==> src/rtl/pta_pkg.sv <==
`timescale 1ns / 1ps

package pta_pkg;

    // Field widths fixed by the interface
    localparam int FUNC_W      = 2;
    localparam int FRAME_W     = 8;
    localparam int VA_W        = 32;
    localparam int PA_W        = 16;
    localparam int COUNT_W     = 9;
    localparam int STATUS_W    = 3;

    // Operation codes
    localparam logic [FUNC_W-1:0] FUNC_CLEAR = 2'd0;
    localparam logic [FUNC_W-1:0] FUNC_MARK  = 2'd1;
    localparam logic [FUNC_W-1:0] FUNC_LOAD  = 2'd2;
    localparam logic [FUNC_W-1:0] FUNC_XLATE = 2'd3;

    // Result status codes
    localparam logic [STATUS_W-1:0] ST_OK         = 3'd0;
    localparam logic [STATUS_W-1:0] ST_VA_RANGE   = 3'd1;
    localparam logic [STATUS_W-1:0] ST_VPN_RANGE  = 3'd2;
    localparam logic [STATUS_W-1:0] ST_UNMAPPED   = 3'd3;
    localparam logic [STATUS_W-1:0] ST_ALLOC_FAIL = 3'd4;

    typedef struct packed {
        logic [STATUS_W-1:0] status;
        logic [FRAME_W-1:0]  page_number;
        logic [FRAME_W-1:0]  page_offset;
        logic [FRAME_W-1:0]  frame_number;
        logic [PA_W-1:0]     physical_address;
        logic [COUNT_W-1:0]  pages_loaded;
    } result_t;

endpackage

==> src/rtl/pta_ram.sv <==
`timescale 1ns / 1ps

module pta_ram #(
    parameter int WIDTH = 8,
    parameter int DEPTH = 256
) (
    input  logic                                  clk,
    input  logic                                  we,
    input  logic [((DEPTH > 1) ? $clog2(DEPTH) : 1)-1:0] waddr,
    input  logic [WIDTH-1:0]                      wdata,
    input  logic [((DEPTH > 1) ? $clog2(DEPTH) : 1)-1:0] raddr,
    output logic [WIDTH-1:0]                      rdata
);

    logic [WIDTH-1:0] mem [DEPTH];

    always_ff @(posedge clk)
    begin
        if (we)
        begin
            mem[waddr] <= wdata;
        end
        rdata <= mem[raddr];
    end

endmodule

==> src/rtl/page_table_alloc_translate_unit.sv <==
`timescale 1ns / 1ps
// Single-level page table with a frame-occupancy bitmap.
// Input channel (in_valid/in_ready): one transaction carries func, frame_index and
// virtual_address. Output channel (out_valid/out_ready): one result transaction per
// input transaction, in order. Config channel (cfg_valid/cfg_ready, always ready):
// writes num_pages; write it only while the unit is idle.
// Path from input acceptance to result valid:
//   clear, mark, failed translate, load of zero pages: result register, next cycle
//   successful translate: page_frame memory read register, then result register
//   load: S_LOAD until page_limit frames are taken or allocation fails; one frame is
//   taken per cycle by the priority encoder over the occupancy bitmap.
// in_ready is low while an operation is in progress, so one transaction is at
// work at a time. The result sits in an output register; when the receiver
// stalls, hold it and accept no new input until it is taken (a new transaction is
// accepted in the same cycle the old result leaves).
// Reset: all frames free, all pages invalid, num_pages = 1, no result pending.
// page_frame contents are undefined after reset; only valid pages are read.

module page_table_alloc_translate_unit #(
    parameter int FRAMES        = 128,
    parameter int TABLE_ENTRIES = 256
) (
    input  logic        clk,
    input  logic        rst_n,

    input  logic        cfg_valid,
    output logic        cfg_ready,
    input  logic [8:0]  cfg_data,

    input  logic        in_valid,
    output logic        in_ready,
    input  logic [1:0]  func,
    input  logic [7:0]  frame_index,
    input  logic [31:0] virtual_address,

    output logic        out_valid,
    input  logic        out_ready,
    output logic [2:0]  status,
    output logic [7:0]  page_number,
    output logic [7:0]  page_offset,
    output logic [7:0]  frame_number,
    output logic [15:0] physical_address,
    output logic [8:0]  pages_loaded
);

    localparam int FRAME_IDX_W = (FRAMES > 1) ? $clog2(FRAMES) : 1;
    localparam int PAGE_IDX_W  = (TABLE_ENTRIES > 1) ? $clog2(TABLE_ENTRIES) : 1;
    localparam int CW          = pta_pkg::COUNT_W;
    localparam int FW          = pta_pkg::FRAME_W;

    localparam logic [CW-1:0] FRAMES_C  = CW'(FRAMES);
    localparam logic [CW-1:0] ENTRIES_C = CW'(TABLE_ENTRIES);

    // Sequencer states
    localparam logic [1:0] S_IDLE  = 2'd0;
    localparam logic [1:0] S_LOAD  = 2'd1;
    localparam logic [1:0] S_TRANS = 2'd2;

    logic [1:0]              state_reg, state_next;
    logic [CW-1:0]           num_pages_reg, num_pages_next;
    logic [FRAMES-1:0]       frame_busy_reg, frame_busy_next;
    logic [TABLE_ENTRIES-1:0] page_valid_reg, page_valid_next;
    logic [CW-1:0]           lim_reg, lim_next;
    logic [CW-1:0]           cnt_reg, cnt_next;
    logic [FW-1:0]           tr_vpn_reg, tr_vpn_next;
    logic [FW-1:0]           tr_off_reg, tr_off_next;
    pta_pkg::result_t        out_reg, out_next;
    logic                    out_valid_reg, out_valid_next;

    logic                    in_fire;
    logic [CW-1:0]           page_limit;
    logic                    free_found;
    logic [FW-1:0]           free_idx;
    logic [FW-1:0]           va_vpn;
    logic [FW-1:0]           va_off;
    logic [CW-1:0]           cnt_inc;

    logic                    ram_we;
    logic [PAGE_IDX_W-1:0]   ram_waddr;
    logic [FW-1:0]           ram_wdata;
    logic [PAGE_IDX_W-1:0]   ram_raddr;
    logic [FW-1:0]           ram_rdata;

    assign cfg_ready = 1'b1;
    assign in_ready  = (state_reg == S_IDLE) && (!out_valid_reg || out_ready);
    assign in_fire   = in_valid && in_ready;

    assign out_valid        = out_valid_reg;
    assign status           = out_reg.status;
    assign page_number      = out_reg.page_number;
    assign page_offset      = out_reg.page_offset;
    assign frame_number     = out_reg.frame_number;
    assign physical_address = out_reg.physical_address;
    assign pages_loaded     = out_reg.pages_loaded;

    // Clamp the page count to the table size
    assign page_limit = (num_pages_reg > ENTRIES_C) ? ENTRIES_C : num_pages_reg;

    assign va_vpn  = virtual_address[15:8];
    assign va_off  = virtual_address[7:0];
    assign cnt_inc = cnt_reg + CW'(1);

    // Lowest free frame: scan from the top so the lowest index wins
    always_comb
    begin
        free_found = 1'b0;
        free_idx   = '0;
        for (int i = FRAMES - 1; i >= 0; i--)
        begin
            if (!frame_busy_reg[i])
            begin
                free_found = 1'b1;
                free_idx   = FW'(i);
            end
        end
    end

    // Translate reads page_frame at the accept edge; the frame shows up in S_TRANS
    assign ram_raddr = virtual_address[8 +: PAGE_IDX_W];
    assign ram_waddr = cnt_reg[PAGE_IDX_W-1:0];
    assign ram_wdata = free_idx;

    always_comb
    begin
        state_next      = state_reg;
        num_pages_next  = num_pages_reg;
        frame_busy_next = frame_busy_reg;
        page_valid_next = page_valid_reg;
        lim_next        = lim_reg;
        cnt_next        = cnt_reg;
        tr_vpn_next     = tr_vpn_reg;
        tr_off_next     = tr_off_reg;
        out_next        = out_reg;
        out_valid_next  = out_valid_reg;
        ram_we          = 1'b0;

        if (cfg_valid)
        begin
            num_pages_next = cfg_data;
        end

        // Drop the result once the receiver takes it
        if (out_valid_reg && out_ready)
        begin
            out_valid_next = 1'b0;
        end

        case (state_reg)
            S_IDLE:
            begin
                if (in_fire)
                begin
                    out_next = '0;
                    case (func)
                        pta_pkg::FUNC_CLEAR:
                        begin
                            frame_busy_next = '0;
                            out_valid_next  = 1'b1;
                        end
                        pta_pkg::FUNC_MARK:
                        begin
                            // Ignore frames beyond the bitmap
                            if ({1'b0, frame_index} < FRAMES_C)
                            begin
                                frame_busy_next[frame_index[FRAME_IDX_W-1:0]] = 1'b1;
                            end
                            out_valid_next = 1'b1;
                        end
                        pta_pkg::FUNC_LOAD:
                        begin
                            page_valid_next = '0;
                            lim_next        = page_limit;
                            cnt_next        = '0;
                            if (page_limit == '0)
                            begin
                                out_valid_next = 1'b1;
                            end
                            else
                            begin
                                state_next = S_LOAD;
                            end
                        end
                        default:
                        begin
                            if (virtual_address[31:16] != '0)
                            begin
                                out_next.status = pta_pkg::ST_VA_RANGE;
                                out_valid_next  = 1'b1;
                            end
                            else if ({1'b0, va_vpn} >= page_limit)
                            begin
                                out_next.status      = pta_pkg::ST_VPN_RANGE;
                                out_next.page_number = va_vpn;
                                out_next.page_offset = va_off;
                                out_valid_next       = 1'b1;
                            end
                            else if (!page_valid_reg[va_vpn[PAGE_IDX_W-1:0]])
                            begin
                                out_next.status      = pta_pkg::ST_UNMAPPED;
                                out_next.page_number = va_vpn;
                                out_next.page_offset = va_off;
                                out_valid_next       = 1'b1;
                            end
                            else
                            begin
                                tr_vpn_next = va_vpn;
                                tr_off_next = va_off;
                                state_next  = S_TRANS;
                            end
                        end
                    endcase
                end
            end

            S_LOAD:
            begin
                // One allocation per cycle; partial mappings stay on failure
                out_next = '0;
                if (free_found)
                begin
                    frame_busy_next[free_idx[FRAME_IDX_W-1:0]] = 1'b1;
                    page_valid_next[cnt_reg[PAGE_IDX_W-1:0]]   = 1'b1;
                    ram_we   = 1'b1;
                    cnt_next = cnt_inc;
                    if (cnt_inc == lim_reg)
                    begin
                        out_next.pages_loaded = cnt_inc;
                        out_valid_next        = 1'b1;
                        state_next            = S_IDLE;
                    end
                end
                else
                begin
                    out_next.status       = pta_pkg::ST_ALLOC_FAIL;
                    out_next.pages_loaded = cnt_reg;
                    out_valid_next        = 1'b1;
                    state_next            = S_IDLE;
                end
            end

            S_TRANS:
            begin
                out_next                  = '0;
                out_next.page_number      = tr_vpn_reg;
                out_next.page_offset      = tr_off_reg;
                out_next.frame_number     = ram_rdata;
                out_next.physical_address = {ram_rdata, tr_off_reg};
                out_valid_next            = 1'b1;
                state_next                = S_IDLE;
            end

            default:
            begin
                state_next = S_IDLE;
            end
        endcase
    end

    always_ff @(posedge clk or negedge rst_n)
    begin
        if (!rst_n)
        begin
            state_reg      <= S_IDLE;
            num_pages_reg  <= CW'(1);
            frame_busy_reg <= '0;
            page_valid_reg <= '0;
            out_valid_reg  <= 1'b0;
        end
        else
        begin
            state_reg      <= state_next;
            num_pages_reg  <= num_pages_next;
            frame_busy_reg <= frame_busy_next;
            page_valid_reg <= page_valid_next;
            out_valid_reg  <= out_valid_next;
        end
    end

    always_ff @(posedge clk)
    begin
        lim_reg    <= lim_next;
        cnt_reg    <= cnt_next;
        tr_vpn_reg <= tr_vpn_next;
        tr_off_reg <= tr_off_next;
        out_reg    <= out_next;
    end

    pta_ram #(
        .WIDTH (FW),
        .DEPTH (TABLE_ENTRIES)
    ) u_page_frame (
        .clk   (clk),
        .we    (ram_we),
        .waddr (ram_waddr),
        .wdata (ram_wdata),
        .raddr (ram_raddr),
        .rdata (ram_rdata)
    );

`ifndef SYNTHESIS
    a_load_count: assert property (@(posedge clk) disable iff (!rst_n)
        (state_reg == S_LOAD) |-> (cnt_reg < lim_reg))
        else $error("load counter reached the page limit while still loading");

    a_trans_mapped: assert property (@(posedge clk) disable iff (!rst_n)
        (state_reg == S_TRANS) |-> page_valid_reg[tr_vpn_reg[PAGE_IDX_W-1:0]])
        else $error("frame lookup started for an unmapped page");

    a_alloc_fail: assert property (@(posedge clk) disable iff (!rst_n)
        (state_reg == S_LOAD && !free_found)
        |=> (out_valid_reg && out_reg.status == pta_pkg::ST_ALLOC_FAIL))
        else $error("exhausted frames did not report allocation failure");

    a_va_range_zero: assert property (@(posedge clk) disable iff (!rst_n)
        (out_valid_reg && out_reg.status == pta_pkg::ST_VA_RANGE)
        |-> (out_reg.page_number == '0 && out_reg.physical_address == '0))
        else $error("out-of-range address result carries nonzero fields");
`endif

endmodule

==> config.mk <==
export PLATFORM = sky130hd
export DESIGN_NAME = page_table_alloc_translate_unit
export DESIGN_NICKNAME = d
export VERILOG_FILES = /design/src/rtl/pta_pkg.sv /design/src/rtl/pta_ram.sv /design/src/rtl/page_table_alloc_translate_unit.sv
export SDC_FILE = /design/constraint.sdc
export NUM_CORES = 2
export LEC_CHECK = 0
export BUFFER_PORTS_ARGS = -buffer_cell sky130_fd_sc_hd__buf_2
export CAP_MARGIN = 0
export CORE_ASPECT_RATIO = 1.2
export CORE_MARGIN = 2
export CORE_UTILIZATION = 40
export CTS_BUF_LIST = sky130_fd_sc_hd__clkbuf_8
export CTS_CLUSTER_SIZE = 20
export DETAILED_ROUTE_END_ITERATION = 8
export PLACE_DENSITY_LB_ADDON = 0.05
export SLEW_MARGIN = 0
export SYNTH_ARGS = -nofsm -noshare
export SYNTH_HDL_FRONTEND = slang
export SYNTH_SLANG_ARGS = --single-unit
export TNS_END_PERCENT = 1
==> constraint.sdc <==
create_clock -name clk -period 12.8 [get_ports clk]
set_input_delay 2.56 -clock clk [delete_from_list [all_inputs] [get_ports clk]]
set_output_delay 2.56 -clock clk [all_outputs]
set_load 0.01 [all_outputs]
# Word level (Yosys, flattened, before mapping)

Memories as Yosys holds them, arrays and structs flattened. A register that Yosys moved wholly into a read port is not among the register bits.
Index checks and enable logic that the tools add are counted.

RAM bits: 2,048
Memories: 1
Latch bits: 0
Register bits: 482
ROM bits: 0

Order comparisons: 10
Bitwise logic cells: 6
Add/subtract/negate cells: 1
Reductions and logical operators: 22
Div/mod/pow operators: 0
Multipliers: 0
Muxes and demuxes: 311
Equal/unequal tests: 16
Shift operators: 0

Memory list:

| name             | words | bits a word | read ports | clocked after memory_dff | wr ports | RTL line      | text |
|---|---|---|---|---|---|---|---|
| u_page_frame.mem | 256   | 8           | 1          | 1                        | 1        | pta_ram.sv:15 | `logic [WIDTH-1:0] mem [DEPTH];` |

Operators by type and width:

| cell                  | count |
|---|---|
| $mux W8               | 127 |
| $mux W256             | 3 |
| $pmux W128 S2         | 2 |
| $pmux W256 S2         | 1 |
| $mux W128             | 3 |
| $or A128 B128 Y128    | 2 |
| $or A256 B256 Y256    | 1 |
| $pmux W52 S3          | 1 |
| $mux W1               | 144 |
| $mux W9               | 6 |
| $mux W52              | 1 |
| $mux W18              | 2 |
| $mux W19              | 1 |
| $lt A8 B9 Y1 const B  | 2 |
| $pmux W9 S2           | 1 |
| $lt A7 B8 Y1 const B  | 2 |
| $mux W16              | 1 |
| $reduce_bool A16 Y1   | 1 |
| $demux W1 S7          | 2 |
| $ge A7 B1 Y1 const B  | 2 |
| $mux W2               | 7 |
| $add A9 B1 Y9 const B | 1 |
| $eq A9 B9 Y1          | 1 |
| $ge A8 B9 Y1          | 1 |
| 33 further kinds      | 51 |

# Depth between registers and ports, before layout

Word-level depth: 135
Depth in mapped cells: 19
Mapped depth without buffers: 11

# Cells and area by module

Synthesis repeated with hierarchy kept, for this count alone.

Cells, all modules: 5,969
Area, all modules: 102,613.4 um2

Modules (own cells, without submodules):

| module                          | cells an instance | sequential area each (um2) | times used | area an instance (um2) |
|---|---|---|---|---|
| pta_ram                         | 3,733             | 61,659.1                   | 1          | 79,556.3 |
| page_table_alloc_translate_unit | 2,236             | 12,253.0                   | 1          | 23,057.1 |

# Least setup slack after synthesis

No wires, ideal clock.

Path type: register to register
From: reg frame_busy_reg[90]
To: mem u_page_frame.mem[0][0] (data pin)
Path slack: -1.292 ns
Arrival: 11.795 ns
Setup time: 2.297 ns
Cell stages (with the launch flop): 9
Buffers on the path: 1
Cells stage by stage: dfrtp_1 > buf_2 > nand2_1 > o2111a_1 > o2111ai_1 > o2111ai_1 > a21oi_1 > o22ai_2 > a21boi_0

Word-level cells in the longest chain between the ends: 91

Ends and longest elaborated chain:

| what                   | RTL line                               | text |
|---|---|---|
| from (decl)            | page_table_alloc_translate_unit.sv:61  | `logic [FRAMES-1:0] frame_busy_reg, frame_busy_next;` |
| from (signal assigned) | page_table_alloc_translate_unit.sv:273 | `frame_busy_reg <= frame_busy_next;` |
| $mux W8 (91 in series) | page_table_alloc_translate_unit.sv:110 | `if (!frame_busy_reg[i])` |
| net free_idx[0]        | page_table_alloc_translate_unit.sv:73  | `logic [FW-1:0] free_idx;` |
| to (decl)              | pta_ram.sv:15                          |  |

The timed path passes the listed nets, and every way through them passes these cells.

==> results.py <==
metrics = {
    "run_status": {
        "outcome": "finished with violations",
        "violations": "slew limit",
    },
    "cts": {
        "cts_root_buf": "clkbuf_8",
        "cts_max_level": 5,
        "post_cts_buffers": 0,
        "tritoncts": "built",
        "cts_hold_buf": 0,
        "clock_sinks": 2272,
        "numCtsBuffers": 383,
        "post_cts_resized": 0,
        "clockBufferDepth": 4,
        "clk_pin_slew_ns": 0.06,
        "clock_latency_ns": 0.98,
    },
    "critical_path": {
        "path_max_fanout": 99,
        "timing.critical_path.max_delay_family": "buffers and inverters",
        "worst_path_most_repeated_cell": "mux4_2",
        "cp_num_buf_inv": 3,
        "path_class": "in2reg",
        "worstSetupEndpointType": "flip-flop",
        "start_kind": "primary input",
        "worst_path_largest_cell_delay_ns": 0.70,
        "critPathSlowestCell": "buf_12",
        "r2r_slack_ns": 7.59,
        "cp.required_ns": 13.64,
        "arrival_ns": 7.03,
        "crit_chain": "buf_8 -> buf_12 -> buf_12 -> mux4_2 -> mux4_2 -> mux4_2 -> a22oi_1 -> nand2_1",
    },
    "final_layout": {
        "fin_util_pct": 45.06,
        "n_fill_cell": 20000,
        "largest_reg_flops": 1792,
        "area_growth_syn_to_layout_pct": 12.12,
        "nets": 5540,
        "post-route-cell-area_sq_um": 103700,
        "drive_above_1_share_pct": 24.18,
    },
    "floorplanning": {
        "start_util_pct": 40.19,
        "core_sq_um": 230100,
        "die_w_um": 442.9,
        "die_height_um": 530.7,
        "num_rows": 193,
        "boundaryPins": 111,
        "design.die.area_sq_um": 235100,
    },
    "routing": {
        "drt_wl_total_um": 266600,
        "drtPass1Iterations": 5,
        "ant_nets": 0,
        "drt_iter0_markers": 4391,
        "drt-wirelength-per-cell_um": 30.37,
        "drc": 0,
        "num_vias": 50450,
        "avgViaCountPerCell": 5.746,
    },
    "synth": {
        "ys_warn_count": 0,
        "yosysSeqAreaShare_pct": 71.55,
        "yosysMostFrequentCell": "edfxtp_1",
        "synth_top_area_share_pct": 60.69,
        "synth_top_area_cell": "edfxtp_1",
        "synth-main-ff-cell": "edfxtp_1",
        "async_flop_share_pct": 17.43,
        "yosys.cell_types.count": 73,
        "synth-edff-count": 1869,
        "synth.area.top_cells": "edfxtp_1, mux4_2, dfrtp_1, nor2_1, a21oi_1",
        "ys_seq_elements": 2272,
        "syn_inst": 5199,
        "syn_area_sq_um": 92480,
        "avgSynthCellArea_sq_um": 17.79,
        "synthTopCellsByCount": "edfxtp_1, mux4_2, nor2_1",
    },
    "timing": {
        "maxSlewHeadroom_pct": -1.751,
        "rsz0062_at_grt": "no",
        "period_needed_ns": 6.190,
        "setup_viol": 0,
        "maxSlewViolCount": 58,
        "fin_setup_tns_ns": 0,
        "fin_crit_sh_pct": 48.36,
        "hold_viol": 0,
        "timing.fmax_mhz": 161.6,
        "hold-worst-slack_ns": 0.4847,
        "finalClockSkew_ns": 0.04675,
        "worst_pin_slew_ns": 1.526,
    },
    "pwr": {
        "power.switching_mw": 4.347,
        "powerDensity_nw_per_um2": 158.7,
        "intPower_mw": 12.11,
        "irDropWorstVdd_uv": 185.7,
        "seq_power_share_pct": 51.9,
        "total_power_mw": 16.46,
        "clkPwrFrac_pct": 37.5,
        "pwr-share-comb_pct": 10.6,
        "p_sw_share_pct": 26.42,
        "p_leak_nw": 34.74,
    },
    "grt": {
        "grt-ovfl-total": 0,
        "antenna_found_initial": 16,
        "grt_use_total_pct": 22.49,
        "grt_start_max_net_pins": 213,
        "first_global_vias": 52070,
        "grt_pass1_wl_um": 382200,
    },
    "place": {
        "place_area_sq_um": 96580,
        "place_congestion": 0.8303,
        "io_buffers": 107,
        "hpwl_um": 159800,
    },
    "run": {
        "drv_cap": 0,
    },
    "hold_path": {
        "min_path_type": "reg2reg",
    },
}
area by class of cell:
class / instances / area [sq um] / area share [%]
multi-input combinational: 2553 / 24930 / 24.04
sequential: 2272 / 66170 / 63.82
clock inverter: 258 / 1429 / 1.378
timing repair buffer: 216 / 1530 / 1.476
clock buffer: 412 / 5670 / 5.469
antenna: 6 / 15.01 / 0.01448
inverter: 41 / 161.4 / 0.1557
tap: 3022 / 3781 / 3.647
final timing paths:
| kind | startpoint | cells past startpoint | to |
|---|---|---|---|
| worst max-delay path | virtual_address[8] | 8 | u_page_frame.rdata[1] |
| worst min-delay path | page_valid_reg[123] | 2 | page_valid_reg[123] |
| worst max register to register | frame_busy_reg[27] | 11 | u_page_frame.mem[40][1] |
| worst min register to register | page_valid_reg[123] | 2 | page_valid_reg[123] |
| max in group asynchronous | rst_n | 3 | page_valid_reg[199] |
| min in group asynchronous | rst_n | 1 | frame_busy_reg[91] |
metrics by stage:
step                      setup WS [ns]  instances
after detailed placement          5.478       8104
after CTS                         6.554       8774
final                             6.610       8780
after global placement            5.503       8104
after global routing              6.338       8775
after floorplan                 -0.2903       5200
cell usage in the layout (no fill, tap or decap), drive strengths merged, types with 11 or more instances in the layout:
cell type and count:
a211oi 22, a21o 12, a21oi 361, a221oi 21, a22o 13, a22oi 128, a31oi 13, and2 20
and3 35, buf 216, bufinv 13, clkbuf 412, clkinv 100, dfrtp 395, edfxtp 1869, ha 17
inv 177, mux2 11, mux2i 40, mux4 635, nand2 130, nand2b 30, nand3 52, nand4 54
nor2 591, nor2b 35, nor3 30, nor4 22, o21a 33, o21ai 128, xnor2 11
power by group through the flow:
stage	logic (mW)	registers [mW]	clock network (mW)
global placement	1.75	8.67	0
global route	1.88	8.55	6.67
floorplan	0.980	8.73	0
CTS	1.78	8.53	6.36
finish	1.74	8.54	6.18
detailed placement	1.77	8.68	0
metal layers:
metal	share of wire [%]	up-vias	GRT usage [%]
met1	43	27070	30.96
met4	1.9	0	5.406
met5	0	-	0
li1	-	21470	-
met2	50	1561	37.71
met3	5.5	345	3.433
tightest hold or removal path, cell delays in order (launching register included):
cell and delay (ns):
dfrtp_1 0.34, a21oi_1 0.04, nor2_1 0.07
cell families (layout without fill, tap and decap cells):
family | Yosys count | after routing | synth area share [%]
AOI/OAI and AO/OA | 791 | 791 | 5.205
xor gates and xnor gates | 16 | 16 | 0.1664
adders and majority gates | 17 | 17 | 0.2300
buffers and inverters | 375 | 927 | 1.738
DFF | 2272 | 2272 | 71.55
muxes | 686 | 686 | 16.03
other | 2 | 9 | 0.008120
and+or+nand+nor | 1040 | 1040 | 5.069
Power figures use the tool's default switching activity.
